<file path="config.mk">
export PLATFORM = sky130hd
export DESIGN_NAME = pixel_channel_format_convert
export DESIGN_NICKNAME = d
export VERILOG_FILES = /design/src/rtl/core/pcfc_pkg.sv /design/src/rtl/core/pcfc_convert.sv /design/src/rtl/core/pixel_channel_format_convert.sv
export SDC_FILE = /design/constraint.sdc
export NUM_CORES = 2
export LEC_CHECK = 0
export ABC_AREA = 1
export BUFFER_PORTS_ARGS = -buffer_cell sky130_fd_sc_hd__buf_2
export CORE_AREA = 2 2 305 307
export CTS_BUF_LIST = sky130_fd_sc_hd__clkbuf_4
export DETAILED_ROUTE_END_ITERATION = 10
export DIE_AREA = 0 0 307 309
export PLACE_DENSITY = 0.55
export SLEW_MARGIN = 20
export SYNTH_ARGS = -nofsm -noshare
export SYNTH_HDL_FRONTEND = slang
export SYNTH_SLANG_ARGS = --single-unit
</file>
<file path="constraint.sdc">
create_clock -name clk -period 10.2 [get_ports clk]
set_clock_uncertainty 0.15 [all_clocks]
set_input_delay 1.02 -clock clk [delete_from_list [all_inputs] [get_ports clk]]
set_output_delay 1.02 -clock clk [all_outputs]
set_load 0.01 [all_outputs]
</file>
<file path="src/rtl/core/pcfc_pkg.sv">
// ----------------------------------------------------------------------------
// pcfc_pkg
// Types, constants and helper functions for the pixel format converter.
// ----------------------------------------------------------------------------
package pcfc_pkg;

	localparam logic [31:0] DESCRIPTOR_RESET = 32'h0008_1828;
	localparam logic [18:0] GREY_WEIGHT_R    = 19'd156763;
	localparam logic [18:0] GREY_WEIGHT_G    = 19'd307758;
	localparam logic [18:0] GREY_WEIGHT_B    = 19'd59769;
	localparam logic [7:0]  COLOR_DEFAULT    = 8'hAA;
	localparam logic [7:0]  ALPHA_DEFAULT    = 8'hFF;

	typedef enum logic {
		OP_UNPACK = 1'b0,
		OP_PACK   = 1'b1
	} opcode_t;

	typedef enum logic [3:0] {
		CH_RED   = 4'd0,
		CH_GREEN = 4'd1,
		CH_BLUE  = 4'd2,
		CH_GREY  = 4'd3,
		CH_ALPHA = 4'd4
	} chan_kind_t;

	typedef struct packed {
		logic [3:0] kind;
		logic [3:0] nbits;
		logic [5:0] pos;
	} chan_t;

	typedef chan_t [3:0] desc_t;

	function automatic desc_t decode_desc(input logic [31:0] raw);
		desc_t      d;
		logic [5:0] pos;
		pos = 6'd0;
		for (int i = 0; i < 4; i++) begin
			d[i].kind  = raw[8*i+4 +: 4];
			d[i].nbits = raw[8*i +: 4];
			d[i].pos   = pos;
			pos        = pos + {2'b00, raw[8*i +: 4]};
		end
		return d;
	endfunction

	function automatic logic [7:0] widen_to_8(input logic [14:0] f, input logic [3:0] nb);
		logic [7:0]  v;
		logic [14:0] sh;
		sh = f >> (nb - 4'd8);
		unique case (nb)
			4'd1:    v = {8{f[0]}};
			4'd2:    v = {4{f[1:0]}};
			4'd3:    v = {f[2:0], f[2:0], f[2:1]};
			4'd4:    v = {2{f[3:0]}};
			4'd5:    v = {f[4:0], f[4:2]};
			4'd6:    v = {f[5:0], f[5:4]};
			4'd7:    v = {f[6:0], f[6]};
			default: v = sh[7:0];
		endcase
		return v;
	endfunction

	function automatic logic [14:0] narrow_from_8(input logic [7:0] c, input logic [3:0] nb);
		logic [14:0] f;
		if (nb <= 4'd8) begin
			f = {7'd0, c >> (4'd8 - nb)};
		end else begin
			f = {7'd0, c} << (nb - 4'd8);
		end
		return f;
	endfunction

endpackage

</file>
<file path="src/rtl/core/pcfc_convert.sv">
// ----------------------------------------------------------------------------
// pcfc_convert
// Combinational unpack of a packed pixel to RGBA, or pack of RGBA to a pixel.
// ----------------------------------------------------------------------------
module pcfc_convert import pcfc_pkg::*; (
	input  logic        op,
	input  logic [31:0] value,
	input  desc_t       desc,
	output logic [31:0] result
);

	logic [7:0]  r_in, g_in, b_in, a_in;
	logic [26:0] grey_sum;
	logic [7:0]  grey;
	logic [31:0] unpacked;
	logic [31:0] packed_px;

	assign r_in = value[31:24];
	assign g_in = value[23:16];
	assign b_in = value[15:8];
	assign a_in = value[7:0];

	assign grey_sum = 27'(GREY_WEIGHT_R) * 27'(r_in)
	                + 27'(GREY_WEIGHT_G) * 27'(g_in)
	                + 27'(GREY_WEIGHT_B) * 27'(b_in);
	assign grey = grey_sum[26:19];

	always_comb begin
		logic [7:0]  r, g, b, a, v;
		logic [63:0] sh;
		logic [15:0] mask;
		logic [14:0] fld;
		r = COLOR_DEFAULT;
		g = COLOR_DEFAULT;
		b = COLOR_DEFAULT;
		a = ALPHA_DEFAULT;
		for (int i = 0; i < 4; i++) begin
			sh   = {32'd0, value} >> desc[i].pos;
			mask = (16'd1 << desc[i].nbits) - 16'd1;
			fld  = sh[14:0] & mask[14:0];
			v    = widen_to_8(fld, desc[i].nbits);
			if (desc[i].nbits != 4'd0) begin
				unique case (desc[i].kind)
					CH_RED:   r = v;
					CH_GREEN: g = v;
					CH_BLUE:  b = v;
					CH_ALPHA: a = v;
					CH_GREY: begin
						r = v;
						g = v;
						b = v;
					end
					default: ;
				endcase
			end
		end
		unpacked = {r, g, b, a};
	end

	always_comb begin
		logic [63:0] acc;
		logic [14:0] f;
		acc = 64'd0;
		for (int i = 0; i < 4; i++) begin
			unique case (desc[i].kind)
				CH_RED:   f = narrow_from_8(r_in, desc[i].nbits);
				CH_GREEN: f = narrow_from_8(g_in, desc[i].nbits);
				CH_BLUE:  f = narrow_from_8(b_in, desc[i].nbits);
				CH_ALPHA: f = narrow_from_8(a_in, desc[i].nbits);
				CH_GREY:  f = narrow_from_8(grey, desc[i].nbits);
				default:  f = 15'd0;
			endcase
			if (desc[i].nbits != 4'd0) begin
				acc = acc | ({49'd0, f} << desc[i].pos);
			end
		end
		packed_px = acc[31:0];
	end

	assign result = (op == OP_PACK) ? packed_px : unpacked;

endmodule

</file>
<file path="src/rtl/core/pixel_channel_format_convert.sv">
// ----------------------------------------------------------------------------
// pixel_channel_format_convert
// Pipeline: an accepted item passes the input register and then the result register before out_valid.
// Throughput: one item per cycle while out_ready does not stall the output; the conversion is one pass of logic.
// Reset: arst_n clears both stage valids and loads descriptor 0x00081828.
// Converts pixels between a descriptor-defined packed format and RGBA32.
// ----------------------------------------------------------------------------
module pixel_channel_format_convert import pcfc_pkg::*; (
	input  logic        clk,
	input  logic        arst_n,
	input  logic        cfg_write_en,
	input  logic [31:0] cfg_write_data,
	input  logic        in_valid,
	output logic        in_ready,
	input  logic        opcode,
	input  logic [31:0] value_in,
	output logic        out_valid,
	input  logic        out_ready,
	output logic [31:0] value_out
);

	desc_t       desc_q;
	logic        valid_s1;
	logic        op_s1;
	logic [31:0] value_s1;
	logic        valid_s2;
	logic [31:0] result_s2;
	logic [31:0] result;
	logic        adv_s2;

	always_ff @(posedge clk or negedge arst_n) begin
		if (!arst_n) begin
			desc_q <= decode_desc(DESCRIPTOR_RESET);
		end else if (cfg_write_en) begin
			desc_q <= decode_desc(cfg_write_data);
		end
	end

	assign adv_s2   = !valid_s2 || out_ready;
	assign in_ready = !valid_s1 || adv_s2;

	always_ff @(posedge clk or negedge arst_n) begin
		if (!arst_n) begin
			valid_s1 <= 1'b0;
		end else if (in_ready) begin
			valid_s1 <= in_valid;
		end
	end

	always_ff @(posedge clk) begin
		if (in_ready && in_valid) begin
			op_s1    <= opcode;
			value_s1 <= value_in;
		end
	end

	pcfc_convert u_convert (
		.op     (op_s1),
		.value  (value_s1),
		.desc   (desc_q),
		.result (result)
	);

	always_ff @(posedge clk or negedge arst_n) begin
		if (!arst_n) begin
			valid_s2 <= 1'b0;
		end else if (adv_s2) begin
			valid_s2 <= valid_s1;
		end
	end

	always_ff @(posedge clk) begin
		if (adv_s2 && valid_s1) begin
			result_s2 <= result;
		end
	end

	assign out_valid = valid_s2;
	assign value_out = result_s2;

endmodule
</file>
==> flow_metrics.env <==
export IMPL_ys_async_sr_fraction=0.4091
export IMPL_cts_sinks=110
export IMPL_crit_path_end_kind="register"
export IMPL_totalWireLength_um=210800
export IMPL_synth_distinct_cells=81
export IMPL_first_iter_violations=6318
export IMPL_crit_required_ns=10.71
export IMPL_die_w_um=307
export IMPL_period_needed_ns=9.746
export IMPL_drv_slew=0
export IMPL_tns_ns=0
export IMPL_antenna_found_initial=16
export IMPL_antenna_left=0
export IMPL_min_path_type="input port to register"
export IMPL_grt_overflow=0
export IMPL_drc=0
export IMPL_nets=6646
export IMPL_wl_per_cell_um=28.40
export IMPL_place_hpwl_um=165200
export IMPL_vias_per_cell=6.292
export IMPL_drt_pass1_iter_count=8
export IMPL_grt_pass1_vias=43390
export IMPL_yosysSeqAreaShare=0.08518
export IMPL_start_kind="register"
export IMPL_rsz0062_at_grt="no"
export IMPL_syn_num_nets=6751
export IMPL_start_util=0.3967
export IMPL_cp_slowest_cell="xnor2_1"
export IMPL_fillers=10360
export IMPL_port_buffers=103
export IMPL_die_area_um2=94860
export IMPL_crit_fanout=11
export IMPL_setup_viol=0
export IMPL_fin_crit_sh=0.9555
export IMPL_worst_pin_slew_ns=1.184
export IMPL_die_h_um=309
export IMPL_final_common_cell="nand2_1"
export IMPL_area_growth_pct=4.432
export IMPL_ios=104
export IMPL_clock_latency_ns=0.81
export IMPL_path_class="register to register"
export IMPL_h_tree_depth=3
export IMPL_cts_setup_buffers=0
export IMPL_vias=46700
export IMPL_max_stage_delay_ns=0.60
export IMPL_cts_made_buffers=9
export IMPL_post_route_cells_drive_above_1_share=0.07025
export IMPL_cts_tree="yes"
export IMPL_clkSlewWorstSetupHoldPaths_ns=0.30
export IMPL_layout_common_cells="nand2_1, nand3_1, inv_1"
export IMPL_synth_area_um2=36250
export IMPL_core_region_area_um2=91390
export IMPL_clockRootBuffer="clkbuf_4"
export IMPL_max_cap_violations=0
export IMPL_status="completed"
export IMPL_synth_edf_count=65
export IMPL_max_slew_margin_rel=0.2098
export IMPL_grt_first_pass_wirelength_um=300500
export IMPL_seqCellArea_um2=3100
export IMPL_ys_flop_type="edfxtp_1"
export IMPL_hold_viol=0
export IMPL_multiInputGateArea_um2=28790
export IMPL_place_congestion=1.075
export IMPL_crit_arrival_ns=10.26
export IMPL_crit_top_cell="nand2_1"
export IMPL_synthCells=6321
export IMPL_grt_max_degree=82
export IMPL_num_rows=111
export IMPL_grt_total_usage=0.4326
export IMPL_cts_max_path_buffers=2
export IMPL_fmax_mhz=102.6
export IMPL_synth_ff_latch_count=110
export IMPL_syn_area_per_cell_um2=5.735
export IMPL_yosys_warnings=0
[cell type report]
| type | count | area share |
|---|---|---|
| Antenna cell | 14 | 0.0009254 |
| Clock buffer | 9 | 0.001785 |
| Clock inverter | 7 | 0.002247 |
| Inverter | 732 | 0.07304 |
| Multi-Input combinational cell | 5128 | 0.7605 |
| Sequential cell | 110 | 0.08190 |
| Tap cell | 1186 | 0.03920 |
| Timing Repair Buffer | 235 | 0.04042 |
[cells in the mapped netlist (101+ instances only)]
| cell | number | area [um^2] |
|---|---|---|
| nand2_1 | 1797 | 6745 |
| nand3_1 | 802 | 4014 |
| inv_1 | 670 | 2515 |
| o21ai_0 | 539 | 2698 |
| nor2_1 | 452 | 1697 |
| a21oi_1 | 275 | 1376 |
| ha_1 | 210 | 2628 |
| fa_1 | 150 | 3003 |
| buf_2 | 143 | 715.7 |
| clkbuf_1 | 134 | 503.0 |
| o22ai_1 | 101 | 631.9 |
[critical path, delay by kind of cell, from the launching register on]
family                   cells  cell delay, ns
flip-flops                   1            0.48
AND/OR/NAND/NOR             19            2.37
buffers and inverters        7            0.68
adder cells (fa/ha/maj)     10            3.83
XOR/XNOR                     1            0.60
AO/OA/AOI/OAI                7            1.50
[cells by family after synthesis]
kind of cell / after synthesis / share of synthesized area
flip-flops: 110 / 0.08518
AO/OA/AOI/OAI: 1350 / 0.2197
multiplexers: 45 / 0.01242
buffers and inverters: 1083 / 0.1214
adder cells (fa/ha/maj): 360 / 0.1553
AND/OR/NAND/NOR: 3329 / 0.3949
XOR/XNOR: 44 / 0.01104
[timing repair]
action | 4_1_cts | 5_1_grt
setup endpoints to repair | 0 | 1
hold buffers | 0 | 0
gates resized for setup | 0 | 2
[routing by layer]
layer | vias up | wire length [um] | global-route usage
met1 | 21890 | 84960 | 0.5571
met2 | 2970 | 87050 | 0.6446
li1 | 21130 | - | -
met4 | 22 | 15250 | 0.2676
met3 | 680 | 23250 | 0.1134
met5 | - | 254 | 0
[flip-flops by register name, summed over array words and instances, names as in the netlist]
name,cells
out_valid,1
value_s1,32
desc_q,43
op_s1,1
value_out,32
valid_s1,1
[stage by stage]
step	hold slack [ns]	instances	area [um^2]	setup WS [ns]	utilization
global route	0.2102	7410	37830	0.02113	0.4140
detailed placement	0.3413	7391	37660	0.6495	0.4121
global placement	0.3407	7390	37630	0.7132	0.4118
floorplan	0.2971	6321	36250	2.031	-
CTS	0.1756	7407	37810	0.6255	0.4137
finish	0.2112	7421	37860	0.4539	0.4143
[path summary, 6_finish.rpt]
check                                       start                endpoint  slack [ns]  depth (start not counted)
max in group asynchronous                  arst_n  desc_q[25]$_DFFE_PN0P_        9.05                          2
hold reg to reg            desc_q[24]$_DFFE_PN1P_  desc_q[24]$_DFFE_PN1P_        0.36                          2
min in group asynchronous                  arst_n  desc_q[30]$_DFFE_PN0P_        0.23                          2
setup / recovery           value_s1[22]$_DFFE_PP_  value_out[6]$_DFFE_PP_        0.45                         44
hold / removal                       value_in[25]  value_s1[25]$_DFFE_PP_        0.21                          1
setup reg to reg           value_s1[22]$_DFFE_PP_  value_out[6]$_DFFE_PP_        0.45                         44
Power is not shown: default switching activity piles up to over one toggle a cycle in this logic, so the estimate is an artifact.
